`src/rtl/cfrag_pkg.sv`:
```
// Shared types and constants of the CAN command fragmenter.
package cfrag_pkg;

    localparam int unsigned PAYLOAD_MAX = 7;

    localparam logic [7:0] NODE_ADDR_A = 8'd5;
    localparam logic [7:0] NODE_ADDR_B = 8'd6;
    localparam logic [7:0] POS_ADDR    = 8'd0;
    localparam logic [7:0] POS_FUNC    = 8'd1;
    localparam logic [7:0] POS_MAX     = 8'd255;

    localparam logic KIND_FRAME = 1'b0;
    localparam logic KIND_ERROR = 1'b1;

    typedef logic [7:0] t_byte;

    typedef struct packed {
        logic                        kind;
        logic [10:0]                 can_id;
        logic [3:0]                  frame_length;
        t_byte                       byte0;
        logic [PAYLOAD_MAX-1:0][7:0] payload;
        logic                        final_frame;
    } t_result;

    typedef struct packed {
        logic    valid;
        t_result item;
    } t_push;

    typedef struct packed {
        logic full;
        logic empty;
    } t_q_status;

endpackage

```
`src/rtl/cfrag_if.sv`:
```
// Handshake interfaces for command beats in and CAN frame results out.
interface cfrag_in_if;
    logic       valid;
    logic       ready;
    logic [7:0] data_byte;
    logic       last_byte;

    modport source (output valid, output data_byte, output last_byte, input ready);
    modport sink   (input valid, input data_byte, input last_byte, output ready);
endinterface

interface cfrag_out_if;
    logic        valid;
    logic        ready;
    logic        kind;
    logic [10:0] can_id;
    logic [3:0]  frame_length;
    logic [7:0]  byte0;
    logic [7:0]  byte1;
    logic [7:0]  byte2;
    logic [7:0]  byte3;
    logic [7:0]  byte4;
    logic [7:0]  byte5;
    logic [7:0]  byte6;
    logic [7:0]  byte7;
    logic        final_frame;

    modport source (
        output valid, output kind, output can_id, output frame_length, output byte0,
        output byte1, output byte2, output byte3, output byte4, output byte5,
        output byte6, output byte7, output final_frame, input ready
    );
    modport sink (
        input valid, input kind, input can_id, input frame_length, input byte0,
        input byte1, input byte2, input byte3, input byte4, input byte5,
        input byte6, input byte7, input final_frame, output ready
    );
endinterface

```
`src/rtl/can_command_fragmenter_top.sv`:
```
// Top level of the CAN command fragmenter: front end, result queue and output stage.
//
// The block takes a motor command one byte per beat on i_cmd, with last_byte set on
// the final beat. The first byte is the node address (5 or 6), the second the function
// code, and the rest payload. Every seven payload bytes, and at the last byte, it sends
// one standard-ID CAN frame on o_frame: can_id is address times 256 plus a running
// frame number, byte0 the function code, then the payload with unused bytes zero, and
// frame_length the payload count plus one. A bad address, a command of fewer than
// three bytes or one of more than 255 bytes ends in a single error beat (kind set,
// all else zero, final_frame set); frames already sent stand. The input takes one
// beat per clock cycle for as long as the result queue has room. A beat that makes a
// result writes it into the queue at its accepting edge; the output register loads it
// from the queue when that register is empty or taken, and then offers it on o_frame.
// The queue holds QUEUE_DEPTH results; only when it and the output register are both
// full, because the receiver holds ready low, does i_cmd.ready drop.
module can_command_fragmenter_top
    import cfrag_pkg::*;
#(
    parameter int unsigned QUEUE_DEPTH = 2
) (
    input  logic        i_clk,
    input  logic        i_rst_n,
    cfrag_in_if.sink    i_cmd,
    cfrag_out_if.source o_frame
);

    t_push     push;
    t_q_status q_status;
    t_result   q_item;
    logic      pop;

    // Parses beats, keeps per-command state and forms each result in the cycle of its beat.
    cfrag_front u_front (
        .i_clk      (i_clk),
        .i_rst_n    (i_rst_n),
        .i_cmd      (i_cmd),
        .i_q_status (q_status),
        .o_push     (push)
    );

    // Decouples parsing from the receiver so each side can stall on its own.
    cfrag_queue #(
        .DEPTH (QUEUE_DEPTH)
    ) u_queue (
        .i_clk    (i_clk),
        .i_rst_n  (i_rst_n),
        .i_push   (push),
        .i_pop    (pop),
        .o_status (q_status),
        .o_item   (q_item)
    );

    // Registered output beat, refilled from the queue whenever it is empty or taken.
    cfrag_back u_back (
        .i_clk      (i_clk),
        .i_rst_n    (i_rst_n),
        .i_q_status (q_status),
        .i_item     (q_item),
        .o_pop      (pop),
        .o_frame    (o_frame)
    );

endmodule

```
`src/rtl/cfrag_front.sv`:
```
// Front end: takes command beats, gathers payload and builds frame or error results.
module cfrag_front
    import cfrag_pkg::*;
(
    input  logic       i_clk,
    input  logic       i_rst_n,
    cfrag_in_if.sink   i_cmd,
    input  t_q_status  i_q_status,
    output t_push      o_push
);

    t_byte       r_addr, n_addr;
    t_byte       r_func, n_func;
    t_byte       r_store [PAYLOAD_MAX];
    t_byte       n_store [PAYLOAD_MAX];
    logic [2:0]  r_count, n_count;
    logic [7:0]  r_pos, n_pos;
    logic [5:0]  r_fnum, n_fnum;
    logic        r_reject, n_reject;

    logic        accept;
    logic        gathered;
    t_push       push;

    assign i_cmd.ready = !i_q_status.full;
    assign accept      = i_cmd.valid && i_cmd.ready;
    assign o_push      = push;

    always_comb begin
        n_addr   = r_addr;
        n_func   = r_func;
        n_store  = r_store;
        n_count  = r_count;
        n_pos    = r_pos;
        n_fnum   = r_fnum;
        n_reject = r_reject;
        gathered = 1'b0;
        push     = '0;

        if (accept) begin
            if (r_pos == POS_MAX) begin
                n_reject = 1'b1;
            end else if (r_pos == POS_ADDR) begin
                n_addr = i_cmd.data_byte;
                if (i_cmd.data_byte != NODE_ADDR_A && i_cmd.data_byte != NODE_ADDR_B) begin
                    n_reject = 1'b1;
                end
            end else if (r_pos == POS_FUNC) begin
                n_func = i_cmd.data_byte;
            end else if (!r_reject) begin
                if (r_count < 3'(PAYLOAD_MAX)) begin
                    n_store[r_count] = i_cmd.data_byte;
                    n_count          = r_count + 3'd1;
                end
                gathered = 1'b1;
            end

            if (r_pos != POS_MAX) begin
                n_pos = r_pos + 8'd1;
            end

            if (gathered && (n_count == 3'(PAYLOAD_MAX) || i_cmd.last_byte)) begin
                // Only addresses five and six reach here, so the low three bits suffice.
                push.valid             = 1'b1;
                push.item.kind         = KIND_FRAME;
                push.item.can_id       = {n_addr[2:0], 2'b00, r_fnum};
                push.item.frame_length = {1'b0, n_count} + 4'd1;
                push.item.byte0        = n_func;
                for (int k = 0; k < PAYLOAD_MAX; k++) begin
                    push.item.payload[k] = (3'(k) < n_count) ? n_store[k] : 8'd0;
                end
                push.item.final_frame  = i_cmd.last_byte;
                n_count = '0;
                n_fnum  = r_fnum + 6'd1;
            end else if (i_cmd.last_byte) begin
                push.valid            = 1'b1;
                push.item.kind        = KIND_ERROR;
                push.item.final_frame = 1'b1;
            end

            if (i_cmd.last_byte) begin
                n_addr   = '0;
                n_func   = '0;
                n_count  = '0;
                n_pos    = '0;
                n_fnum   = '0;
                n_reject = 1'b0;
            end
        end
    end

    always_ff @(posedge i_clk) begin
        if (!i_rst_n) begin
            r_addr   <= '0;
            r_func   <= '0;
            r_count  <= '0;
            r_pos    <= '0;
            r_fnum   <= '0;
            r_reject <= 1'b0;
        end else begin
            r_addr   <= n_addr;
            r_func   <= n_func;
            r_count  <= n_count;
            r_pos    <= n_pos;
            r_fnum   <= n_fnum;
            r_reject <= n_reject;
        end
    end

    // Payload bytes are only read below the fill count, so they need no reset.
    always_ff @(posedge i_clk) begin
        r_store <= n_store;
    end

endmodule

```
`src/rtl/cfrag_queue.sv`:
```
// Small result queue between the front end and the output stage.
module cfrag_queue
    import cfrag_pkg::*;
#(
    parameter int unsigned DEPTH = 2
) (
    input  logic      i_clk,
    input  logic      i_rst_n,
    input  t_push     i_push,
    input  logic      i_pop,
    output t_q_status o_status,
    output t_result   o_item
);

    localparam int unsigned AW = $clog2(DEPTH);
    localparam int unsigned CW = $clog2(DEPTH + 1);

    t_result       r_entry [DEPTH];
    logic [AW-1:0] r_wr_ptr, n_wr_ptr;
    logic [AW-1:0] r_rd_ptr, n_rd_ptr;
    logic [CW-1:0] r_count, n_count;
    logic          do_pop;

    assign o_status.full  = (r_count == CW'(DEPTH));
    assign o_status.empty = (r_count == '0);
    assign o_item         = r_entry[r_rd_ptr];
    assign do_pop         = i_pop && !o_status.empty;

    always_comb begin
        n_wr_ptr = r_wr_ptr;
        n_rd_ptr = r_rd_ptr;
        n_count  = r_count;
        if (i_push.valid) begin
            n_wr_ptr = (r_wr_ptr == AW'(DEPTH - 1)) ? '0 : r_wr_ptr + AW'(1);
        end
        if (do_pop) begin
            n_rd_ptr = (r_rd_ptr == AW'(DEPTH - 1)) ? '0 : r_rd_ptr + AW'(1);
        end
        if (i_push.valid && !do_pop) begin
            n_count = r_count + CW'(1);
        end else if (!i_push.valid && do_pop) begin
            n_count = r_count - CW'(1);
        end
    end

    always_ff @(posedge i_clk) begin
        if (!i_rst_n) begin
            r_wr_ptr <= '0;
            r_rd_ptr <= '0;
            r_count  <= '0;
        end else begin
            r_wr_ptr <= n_wr_ptr;
            r_rd_ptr <= n_rd_ptr;
            r_count  <= n_count;
        end
    end

    always_ff @(posedge i_clk) begin
        if (i_push.valid) begin
            r_entry[r_wr_ptr] <= i_push.item;
        end
    end

endmodule

```
`src/rtl/cfrag_back.sv`:
```
// Output stage: drains the result queue into a registered output beat.
module cfrag_back
    import cfrag_pkg::*;
(
    input  logic        i_clk,
    input  logic        i_rst_n,
    input  t_q_status   i_q_status,
    input  t_result     i_item,
    output logic        o_pop,
    cfrag_out_if.source o_frame
);

    logic    r_valid;
    t_result r_item;

    assign o_pop = !i_q_status.empty && (!r_valid || o_frame.ready);

    always_ff @(posedge i_clk) begin
        if (!i_rst_n) begin
            r_valid <= 1'b0;
        end else if (o_pop) begin
            r_valid <= 1'b1;
        end else if (o_frame.ready) begin
            r_valid <= 1'b0;
        end
    end

    always_ff @(posedge i_clk) begin
        if (o_pop) begin
            r_item <= i_item;
        end
    end

    assign o_frame.valid        = r_valid;
    assign o_frame.kind         = r_item.kind;
    assign o_frame.can_id       = r_item.can_id;
    assign o_frame.frame_length = r_item.frame_length;
    assign o_frame.byte0        = r_item.byte0;
    assign o_frame.byte1        = r_item.payload[0];
    assign o_frame.byte2        = r_item.payload[1];
    assign o_frame.byte3        = r_item.payload[2];
    assign o_frame.byte4        = r_item.payload[3];
    assign o_frame.byte5        = r_item.payload[4];
    assign o_frame.byte6        = r_item.payload[5];
    assign o_frame.byte7        = r_item.payload[6];
    assign o_frame.final_frame  = r_item.final_frame;

endmodule
```
`src/flat_wrapper.sv`:
```
// flat-port wrapper written by rule: the top's interface ports become plain ports
module can_command_fragmenter_top_flat import cfrag_pkg::*;
#(
    parameter int unsigned QUEUE_DEPTH = 2
)
  (i_clk, i_rst_n, i_cmd_valid, i_cmd_data_byte, i_cmd_last_byte, i_cmd_ready, o_frame_valid, o_frame_kind, o_frame_can_id, o_frame_frame_length, o_frame_byte0, o_frame_byte1, o_frame_byte2, o_frame_byte3, o_frame_byte4, o_frame_byte5, o_frame_byte6, o_frame_byte7, o_frame_final_frame, o_frame_ready);
  cfrag_in_if i_cmd_i ();
  cfrag_out_if o_frame_i ();
  input  logic i_clk;
  input  logic i_rst_n;
  input wire logic [$bits(i_cmd_i.valid)-1:0] i_cmd_valid;
  input wire logic [$bits(i_cmd_i.data_byte)-1:0] i_cmd_data_byte;
  input wire logic [$bits(i_cmd_i.last_byte)-1:0] i_cmd_last_byte;
  output wire logic [$bits(i_cmd_i.ready)-1:0] i_cmd_ready;
  output wire logic [$bits(o_frame_i.valid)-1:0] o_frame_valid;
  output wire logic [$bits(o_frame_i.kind)-1:0] o_frame_kind;
  output wire logic [$bits(o_frame_i.can_id)-1:0] o_frame_can_id;
  output wire logic [$bits(o_frame_i.frame_length)-1:0] o_frame_frame_length;
  output wire logic [$bits(o_frame_i.byte0)-1:0] o_frame_byte0;
  output wire logic [$bits(o_frame_i.byte1)-1:0] o_frame_byte1;
  output wire logic [$bits(o_frame_i.byte2)-1:0] o_frame_byte2;
  output wire logic [$bits(o_frame_i.byte3)-1:0] o_frame_byte3;
  output wire logic [$bits(o_frame_i.byte4)-1:0] o_frame_byte4;
  output wire logic [$bits(o_frame_i.byte5)-1:0] o_frame_byte5;
  output wire logic [$bits(o_frame_i.byte6)-1:0] o_frame_byte6;
  output wire logic [$bits(o_frame_i.byte7)-1:0] o_frame_byte7;
  output wire logic [$bits(o_frame_i.final_frame)-1:0] o_frame_final_frame;
  input wire logic [$bits(o_frame_i.ready)-1:0] o_frame_ready;
  assign i_cmd_i.valid = i_cmd_valid;
  assign i_cmd_i.data_byte = i_cmd_data_byte;
  assign i_cmd_i.last_byte = i_cmd_last_byte;
  assign i_cmd_ready = i_cmd_i.ready;
  assign o_frame_valid = o_frame_i.valid;
  assign o_frame_kind = o_frame_i.kind;
  assign o_frame_can_id = o_frame_i.can_id;
  assign o_frame_frame_length = o_frame_i.frame_length;
  assign o_frame_byte0 = o_frame_i.byte0;
  assign o_frame_byte1 = o_frame_i.byte1;
  assign o_frame_byte2 = o_frame_i.byte2;
  assign o_frame_byte3 = o_frame_i.byte3;
  assign o_frame_byte4 = o_frame_i.byte4;
  assign o_frame_byte5 = o_frame_i.byte5;
  assign o_frame_byte6 = o_frame_i.byte6;
  assign o_frame_byte7 = o_frame_i.byte7;
  assign o_frame_final_frame = o_frame_i.final_frame;
  assign o_frame_i.ready = o_frame_ready;
  can_command_fragmenter_top #(.QUEUE_DEPTH(QUEUE_DEPTH)) u_core (.i_clk(i_clk), .i_rst_n(i_rst_n), .i_cmd(i_cmd_i), .o_frame(o_frame_i));
endmodule
```
`config.mk`:
```
export PLATFORM = sky130hd
export DESIGN_NAME = can_command_fragmenter_top_flat
export DESIGN_NICKNAME = d
export VERILOG_FILES = /design/src/rtl/cfrag_pkg.sv /design/src/rtl/cfrag_if.sv /design/src/rtl/can_command_fragmenter_top.sv /design/src/rtl/cfrag_front.sv /design/src/rtl/cfrag_queue.sv /design/src/rtl/cfrag_back.sv /design/src/flat_wrapper.sv
export SDC_FILE = /design/constraint.sdc
export NUM_CORES = 1
export LEC_CHECK = 0
export BUFFER_PORTS_ARGS = -buffer_cell sky130_fd_sc_hd__buf_2
export CAP_MARGIN = 20
export CORE_MARGIN = 10
export CORE_UTILIZATION = 45
export CTS_CLUSTER_DIAMETER = 30
export DETAILED_ROUTE_END_ITERATION = 10
export GPL_ROUTABILITY_DRIVEN = 0
export GPL_TIMING_DRIVEN = 0
export PLACE_DENSITY_LB_ADDON = 0.25
export SYNTH_ARGS = -nofsm -noshare
export SYNTH_HDL_FRONTEND = slang
export SYNTH_SLANG_ARGS = --single-unit
```
`constraint.sdc`:
```
create_clock -name i_clk -period 8.7 [get_ports i_clk]
set_input_delay 0.435 -clock i_clk [delete_from_list [all_inputs] [get_ports i_clk]]
set_output_delay 0.435 -clock i_clk [all_outputs]
set_load 0.05 [all_outputs]
```
==> results of run 1 <==
[worst min path at each step]
stage,end,slack (ps),depth (start not counted),from
floorplan,u_core.u_front.r_fnum[5],450,2,u_core.u_front.r_fnum[5]
global placement,u_core.u_front.r_fnum[5],470,2,u_core.u_front.r_fnum[5]
detailed placement,u_core.u_front.r_fnum[5],480,2,u_core.u_front.r_fnum[5]
CTS,u_core.u_front.r_store[50],200,2,i_cmd_data_byte[2]
global route,u_core.u_front.r_store[50],220,2,i_cmd_data_byte[2]
finish,u_core.u_front.r_store[50],220,2,i_cmd_data_byte[2]
[cell usage after synthesis, types with 3 or more instances]
| cell | instances |
|---|---|
| a21boi_0 | 5 |
| a21oi_1 | 9 |
| a22oi_1 | 11 |
| and2_1 | 11 |
| and2b_1 | 40 |
| and3_1 | 3 |
| buf_1 | 4 |
| buf_2 | 3 |
| clkbuf_1 | 26 |
| dfxtp_1 | 34 |
| edfxtp_1 | 293 |
| ha_1 | 8 |
| inv_1 | 11 |
| mux2_2 | 136 |
| mux2i_1 | 13 |
| nand2_1 | 18 |
| nand3_1 | 10 |
| nand3b_1 | 5 |
| nand4_1 | 4 |
| nor2_1 | 33 |
| nor2b_1 | 34 |
| nor3_1 | 6 |
| nor4_4 | 9 |
| o21ai_0 | 12 |
| or3_1 | 5 |
| xnor2_1 | 5 |
| xor2_1 | 3 |
[metrics by stage]
step	cell area, µm²	total power [mW]	cells
floorplan	13180	3.054	789
global placement	14100	3.357	1260
detailed placement	14270	3.359	1268
CTS	16400	5.768	1383
global route	16410	5.922	1384
finish	16410	5.695	1385
[worst max-delay path: stages, from the launching register on]
cell	delay (ps)
dfxtp_1	400
ha_1	230
nand4_1	230
nor2_4	370
buf_6	240
nor3_1	80
buf_2	250
nand2_1	80
a22o_1	130
ha_1	150
ha_1	130
clkbuf_1	320
nor2b_1	250
nand3_1	100
o31a_1	420
nor2_4	740
buf_12	290
[kinds of logic (layout without fill, tap and decap cells)]
group                    count (synthesis)  count (layout)  share of synthesized area
XOR/XNOR                                 8               8                   0.005317
multiplexers                           149             149                     0.1261
buffers and inverters                   48             258                    0.01566
AND/OR/NAND/NOR                        190             190                    0.09532
AO/OA/AOI/OAI                           57              57                    0.03048
adder cells (fa/ha/maj)                  8               8                   0.007595
flip-flops                             327             327                     0.7193
other                                    1               4                  0.0002845
[area by class of cell]
| class | instances | area (µm²) | share of cell area |
|---|---|---|---|
| Antenna cell | 2 | 5.005 | 0.0003050 |
| Buffer | 37 | 165.2 | 0.01007 |
| Clock buffer | 63 | 1544 | 0.09410 |
| Clock inverter | 52 | 593.1 | 0.03614 |
| Inverter | 11 | 41.29 | 0.002516 |
| Multi-Input combinational cell | 414 | 3520 | 0.2145 |
| Sequential cell | 327 | 9479 | 0.5777 |
| Tap cell | 384 | 480.5 | 0.02928 |
| Timing Repair Buffer | 95 | 580.6 | 0.03538 |
[power by group through the flow]
stage / Combinational (mW) / Sequential (mW) / Clock [mW]
floorplan: 0.422 / 2.63 / 0
global placement: 1.19 / 2.16 / 0
detailed placement: 1.24 / 2.11 / 0
CTS: 1.25 / 2.09 / 2.43
global route: 1.31 / 2.11 / 2.51
finish: 1.22 / 2.08 / 2.39
[routing by layer]
metal,vias to the layer above,global-route usage
met3,49,0.03772
li1,3333,-
met4,2,0.04567
met2,166,0.2307
met5,-,0
met1,3486,0.1869
==> qor.txt, run 1 <==
post-route ant nets - 0
R2R setup slack - 3960 ps
FF-to-FF End - u_core.u_queue.r_entry[1][77]
Hold WS - 221.9 ps
Mapped Cells - 788
layout cells sized above 1 - 0.3714
Mean Syn Cell Area - 16.72 µm²
Final Max Slew Viols - 0
first-pass GRT wire length - 41030 µm
clock share of power - 0.420
status - finished, final reports clean
Worst EP required - 8950 ps
clk slew on worst S/H paths - 50 ps
Switch Pwr - 1.781 mW
area growth from synthesis to layout - 24.50%
clock latency on the worst-skew pair - 570 ps
Max clock buf depth - 3
First DRT Iteration DRCs - 408
Sw Ratio - 0.3127
Cell Area, Synth - 0.01318 mm²
I/O Buffers - 87
Setup Skew - 20.33 ps
Final WS setup - 3956 ps
core area - 0.02878 mm²
PwrDens - 347.1 mW/mm²
number of synthesis warnings - 0
actual slew at the worst max-slew pin - 1059 ps
max reg flops - 158
cts repair resizes - 0
Final Net Count - 968
Post-CTS Hold Buffers - 0
largest net degree at the start of global routing - 36
Via Count - 7036
mean number of vias per cell - 5.080
CTS tree - built
startpoint types - flop
GRT Total Usage - 0.1437
Die ar. - 0.03653 mm²
WL met3 - 1636 µm
sequential element share of the synthesized area - 0.7193
Die Ht - 191.1 µm
H-tree depth - 2
R2R depth - 16
DRT Wirelength - 26190 µm
crit path DAT - 4990 ps
max-cap viol count - 0
DIE WIDTH - 191.1 µm
DP HPWL - 16590 µm
Primary FF master, synth - edfxtp_1
Setup WS pre-CTS - 3938 ps
Post-CTS Setup Inserts - 0
clk root buf - clkbuf_16
RSZ-0062 raised after global routing - no
combinational group share of total power - 0.215
Max-slew headroom - 0.2849
clk sink count - 327
clock period minus worst slack - 4744 ps
CP Max Fanout - 30
largest area contributor in the netlist - edfxtp_1
total CTS buffers - 61
FFs w/ async S/R, synth - 0
Setup-failing EPs final - 0
drt wl/cell - 18.91 µm
Crit Path Class - flop to flop
HP Class - input pin to flop
most frequent cells in the layout - edfxtp_1 (293), mux2_2 (136), buf_2 (91)
Internal - 3.914 mW
critical path endpoint - u_core.u_queue.r_entry[1][77]
Critical Path End Type - flop
number of remaining DRC errors - 0
FMAX - 210.8 MHz
sequential share of power - 0.366
iteration count of the initial detailed-routing pass - 4
DRT met1 WL - 11560 µm
Final Hold Viols - 0
Core Util, Final - 0.5701
row count - 62
initial antenna violation count - 4
largest cells by area after synthesis - edfxtp_1 (67%), mux2_2 (12%), dfxtp_1 (5.2%)
IO Pins - 96
Seq cells post-synth - 327
vias in the first global route - 7342
Synth top area share - 0.6676
Fill cells - 2252
commonest non-fill, non-tap cell in the layout - edfxtp_1
Reg2Reg Launch Point - u_core.u_front.r_pos[0]
Starting Density - 0.4579
Leak - 5.843 nW
CP startpoint - u_core.u_front.r_pos[0]
TNS Setup - 0 ps
Post-synth EDFFs - 293
Yosys cell types - 52
Top reg by flops - u_core.u_queue.r_entry
gr ovfl total - 0
DR WL met2 - 12490 µm
DR top layer - met5
final worst path period share - 0.5452
Worst IR Drop VDD - 0.2005 mV
No activity file was read; power rests on OpenSTA's default activity.
==> run 2: changes to the inputs <==
Clock period 8.7 ns to 3.8 ns, I/O delays scaled along.
==> qor.txt, run 2 (synthesis results as in run 1) <==
iteration count of the initial detailed-routing pass - 4 (unchanged)
DRT Wirelength - 26830 µm (+2.4%)
Setup WS pre-CTS - -518.8 ps (-4457 ps)
initial antenna violation count - 0 (-4)
FMAX - 277.3 MHz (+32%)
Final Max Slew Viols - 0 (unchanged)
DR top layer - met4
GRT Total Usage - 0.1451 (+0.001431)
area growth from synthesis to layout - 25.79%
max reg flops - 158 (unchanged)
vias in the first global route - 7273 (-0.94%)
Final Hold Viols - 0 (unchanged)
Die ar. - 0.03653 mm² (unchanged)
drt wl/cell - 19.23 µm (+1.7%)
clk sink count - 327 (unchanged)
max-cap viol count - 0 (unchanged)
PwrDens - 779.9 mW/mm² (+120%)
RSZ-0062 raised after global routing - no
R2R setup slack - 190 ps (-3760 ps)
final worst path period share - 0.9490 (+0.4038)
row count - 62 (unchanged)
Max clock buf depth - 3 (unchanged)
Most Frequent Cell on Critical Path - ha_2
CTS tree - built
gr ovfl total - 0 (unchanged)
hold_sp - o_frame_ready
Setup Skew - 18.63 ps (-1.697 ps)
clock period minus worst slack - 3606 ps (-1137 ps)
DR WL met2 - 13420 µm (+7.5%)
Crit Path Class - flop to flop
crit path DAT - 4110 ps (-880 ps)
Top reg by flops - u_core.u_queue.r_entry
TNS Setup - 0 ps (unchanged)
First DRT Iteration DRCs - 438 (+7.4%)
Critical Path End Type - flop
critical path's slowest cell - dfxtp_2
IO Pins - 96 (unchanged)
largest net degree at the start of global routing - 36 (unchanged)
Core Util, Final - 0.5760 (+0.005869)
clk root buf - clkbuf_16
Final Net Count - 983 (+1.5%)
Internal - 8.914 mW (+130%)
layout cells sized above 1 - 0.3887 (+0.01735)
area of the multi-input gates - 0.003606 mm² (+2.5%)
Max-slew headroom - 0.3244 (+0.03945)
number of remaining DRC errors - 0 (unchanged)
Die Ht - 191.1 µm (unchanged)
# diodes - 0 (-2)
Sw Ratio - 0.3105 (-0.002199)
first-pass GRT wire length - 41300 µm (+0.66%)
Switch Pwr - 4.015 mW (+130%)
total CTS buffers - 57 (-6.6%)
mean number of vias per cell - 5.073 (-0.14%)
DRT met1 WL - 11310 µm (-2.2%)
CP Max Fanout - 11 (-63%)
Reg2Reg Launch Point - u_core.u_front.r_pos[0]
H-tree depth - 2 (unchanged)
crit-path cells - ha_4, nand4_1, nor2_4, buf_8, nor3_4, buf_6, nand2_1, a22o_1, ha_2, ha_2, clkbuf_8, nor2b_4, nand3_2, o31a_4, inv_2, ha_1, or3_1, a21boi_0
startpoint types - flop
DP HPWL - 16420 µm (-1.0%)
Leak - 5.896 nW (+0.90%)
Via Count - 7077 (+0.58%)
status - finished, final reports clean
max incr delay on CP - 380 ps (-360 ps)
combinational group share of total power - 0.220 (+0.005)
most frequent cells in the layout - edfxtp_1 (293), mux2_2 (136), buf_2 (90)
Worst EP required - 4300 ps (-4650 ps)
Final WS setup - 193.8 ps (-3763 ps)
clk slew on worst S/H paths - 50 ps (about the same)
Worst IR Drop VDD - 0.4852 mV (+140%)
DIE WIDTH - 191.1 µm (unchanged)
WL met3 - 1635 µm (about the same)
clock latency on the worst-skew pair - 580 ps (about the same)
post-route ant nets - 0 (unchanged)
core area - 0.02878 mm² (unchanged)
actual slew at the worst max-slew pin - 1001 ps (-58.44 ps)
commonest non-fill, non-tap cell in the layout - edfxtp_1
HP Class - input pin to flop
I/O Buffers - 87 (unchanged)
sequential share of power - 0.369 (+0.003)
Fill cells - 2259 (+0.31%)
CP startpoint - u_core.u_front.r_pos[0]
clock share of power - 0.411 (-0.009)
Register Area - 0.009483 mm² (about the same)
Setup-failing EPs final - 0 (unchanged)
Starting Density - 0.4579 (unchanged)
## run 2: changes by cell type in the layout (fill, tap and decap cells not counted), moves of 3 or more
cell | before | now
clkinv_1 | 1 | 6
dlygate4sd3_1 | 0 | 3
clkinv_4 | 8 | 5
inv_8 | 5 | 1
buf_4 | 2 | 15
inv_6 | 12 | 7
dfxtp_2 | 0 | 3
clkbuf_1 | 27 | 24
dfxtp_1 | 34 | 31
clkbuf_16 | 61 | 57
ha_1 | 8 | 4
ha_2 | 0 | 3
## run 2: stage by stage
step | std cells | hold slack (ps) | power, mW | cell area, µm²
2_1_floorplan | 789 | 422.5 | 6.960 | 13270
3_3_place_gp | 1260 | 469.7 | 7.628 | 14190
3_5_place_dp | 1268 | 486.3 | 7.704 | 14330
4_1_cts | 1389 | 31.30 | 13.08 | 16510
5_1_grt | 1395 | 51.02 | 13.44 | 16580
6_report | 1395 | 37.79 | 12.93 | 16580
## run 2: final timing paths
kind | endpoint | cells after the start
worst min-delay path | u_core.u_back.o_frame.valid | 3
worst min register to register | u_core.u_front.r_fnum[5] | 2
worst max-delay path | u_core.u_queue.r_count[1] | 18
worst max register to register | u_core.u_queue.r_count[1] | 18
## run 2: repair_timing
item / 4_1_cts / 5_1_grt
setup endpoints to repair: 177 / 89
hold buffers: 3 / 0
setup buffers: 8 / 5
gates resized for setup: 4 / 7
endpoints found under the hold margin: 3 / 0
cloned: 2 / 1
pin swaps: 3 / 4
## run 2: routing by layer
metal | track usage | vias to the layer above
met5 | 0 | -
met4 | 0.04507 | 0
met3 | 0.03681 | 35
met2 | 0.2379 | 149
met1 | 0.1857 | 3529
li1 | - | 3364
## run 2: layout make-up
class,instances,area share
plain buffers,37,0.01193
clock buffers,58,0.08687
repair buffers,111,0.04272
inverters,11,0.002491
well taps,384,0.02898
flip-flops and latches,327,0.5720
multi-input cells,417,0.2175
clock inverters,50,0.03744
## run 2: worst max-delay path, delay by kind of cell, from the launching register on
family	cells	cell delay [ps]
AO/OA/AOI/OAI	3	660
AND/OR/NAND/NOR	7	1170
buffers and inverters	4	590
flip-flops	1	380
adder cells (fa/ha/maj)	4	730
## run 2: power by group through the flow
stage | Clock [mW] | Combinational, mW | Sequential, mW
6_report | 5.31 | 2.84 | 4.77
5_1_grt | 5.59 | 3.03 | 4.82
4_1_cts | 5.40 | 2.90 | 4.78
3_5_place_dp | 0 | 2.86 | 4.84
3_3_place_gp | 0 | 2.75 | 4.88
2_1_floorplan | 0 | 0.982 | 5.98
==> run 3: changes to the inputs <==
Clock period 3.8 ns to 3.4 ns, I/O delays scaled along.
==> qor.txt, run 3 (synthesis results as in run 1) <==
status - finished, final reports clean
iteration count of the initial detailed-routing pass - 5 (+1)
vias in the first global route - 7482 (+2.9%)
commonest non-fill, non-tap cell in the layout - edfxtp_1
gr ovfl total - 0 (unchanged)
DP HPWL - 16440 µm (about the same)
Setup Skew - 20.05 ps (+1.420 ps)
Fill cells - 2176 (-3.7%)
initial antenna violation count - 1 (+1)
area growth from synthesis to layout - 30.36%
Final Max Slew Viols - 0 (unchanged)
max-cap viol count - 0 (unchanged)
clock period minus worst slack - 3325 ps (-281.0 ps)
Final Hold Viols - 0 (unchanged)
clk root buf - clkbuf_16
DRT Wirelength - 28440 µm (+6.0%)
drt wl/cell - 19.82 µm (+3.1%)
Via Count - 7429 (+5.0%)
number of remaining DRC errors - 0 (unchanged)
FMAX - 300.7 MHz (+8.5%)
largest net degree at the start of global routing - 37 (+2.8%)
clk slew on worst S/H paths - 40 ps (about the same)
crit path DAT - 3580 ps (-530 ps)
max reg flops - 158 (unchanged)
Crit Path Class - flop to flop
Leak - 6.218 nW (+5.5%)
Top reg by flops - u_core.u_queue.r_entry
clock latency on the worst-skew pair - 560 ps (-20 ps)
Worst EP required - 3660 ps (-640 ps)
Final Net Count - 1019 (+3.7%)
Max clock buf depth - 3 (unchanged)
# diodes - 0 (unchanged)
Max-slew headroom - 0.2753 (-0.04902)
Starting Density - 0.4579 (unchanged)
mean number of vias per cell - 5.177 (+2.0%)
most frequent cells in the layout - edfxtp_1 (293), mux2_2 (136), buf_2 (90)
First DRT Iteration DRCs - 437 (-0.23%)
IO Pins - 96 (unchanged)
layout cells sized above 1 - 0.4063 (+0.01756)
Die Ht - 191.1 µm (unchanged)
GRT Total Usage - 0.1495 (+0.004429)
CP Max Fanout - 14 (+3)
Worst IR Drop VDD - 0.6112 mV (+26%)
HP Class - input pin to flop
total CTS buffers - 68 (+19%)
total power - 14.75 mW (+14%)
first-pass GRT wire length - 42130 µm (+2.0%)
PwrDens - 858.4 mW/mm² (+10%)
DIE WIDTH - 191.1 µm (unchanged)
final worst path period share - 0.9780 (+0.02899)
actual slew at the worst max-slew pin - 1073 ps (+72.61 ps)
Die ar. - 0.03653 mm² (unchanged)
CTS tree - built
Setup-failing EPs final - 0 (unchanged)
clk sink count - 327 (unchanged)
row count - 62 (unchanged)
core area - 0.02878 mm² (unchanged)
Core Util, Final - 0.5969 (+0.02096)
H-tree depth - 3 (+1)
Critical Path End Type - flop
post-route ant nets - 0 (unchanged)
startpoint types - flop
I/O Buffers - 87 (unchanged)
## run 3: path summary, 6_finish.rpt
kind	from	cells past startpoint	to	slack [ps]
worst max-delay path	u_core.u_front.r_pos[1]	16	u_core.u_queue.r_entry[0][64]	70
worst min-delay path	o_frame_ready	3	u_core.u_back.o_frame.valid	50
worst max register to register	u_core.u_front.r_pos[1]	16	u_core.u_queue.r_entry[0][64]	70
worst min register to register	u_core.u_front.r_fnum[1]	2	u_core.u_front.r_fnum[1]	510
## run 3: power breakdown
group | total (mW) | switching [mW] | leakage, nW | internal, mW
Clock | 6.10 | 2.06 | 1.05 | 4.04
Combinational | 3.31 | 2.36 | 2.14 | 0.942
Sequential | 5.34 | 0.131 | 3.03 | 5.21
Total | 14.7 | 4.56 | 6.22 | 10.2
## run 3: final cells by class
type / instances / area [µm²] / area share
inverters: 11 / 43.79 / 0.002549
multi-input cells: 414 / 3638 / 0.2118
flip-flops and latches: 327 / 9488 / 0.5523
repair buffers: 141 / 1179 / 0.06860
well taps: 384 / 480.5 / 0.02797
clock buffers: 83 / 1822 / 0.1060
clock inverters: 40 / 346.6 / 0.02017
plain buffers: 35 / 182.7 / 0.01063
## run 3: stage by stage
stage	hold slack (ps)	instances	setup WS (ps)	setup TNS (ps)	instance area [µm²]
final	50.81	1435	74.79	0	17180
after global placement	470.1	1260	-1960	-338600	14200
after floorplan	402.5	789	-856.2	-133560	13280
after global routing	80.04	1435	-28.44	-286.9	17180
after CTS	49.42	1416	0.4818	0	16910
after detailed placement	499.9	1270	-629.9	-89480	14400
## run 3: layer usage
metal,global-route usage,share of wire,vias up
met5,0,0.00025,-
met4,0.06040,0.022,2
met3,0.03772,0.065,49
met2,0.2359,0.48,202
met1,0.1941,0.44,3726
li1,-,-,3450
## run 3: timing repair
item	CTS	global route
gates cloned	4	6
hold buffers	3	0
endpoints found under the setup margin	282	215
setup buffers	18	15
gates resized for setup	19	24
pin swaps	5	11
hold endpoints to repair	3	0
## run 3: critical path, stage by stage (launching register included)
cell and delay, ps:
dfxtp_4 360, ha_4 160, nand4_1 150, nor2_4 60, buf_12 130, buf_4 140
nor4b_4 250, nor2_1 80, a21oi_1 220, ha_4 180, buf_8 100, nor2b_4 160
nand3_2 80, o31a_4 400, nor2_4 160, buf_6 180, clkbuf_16 200
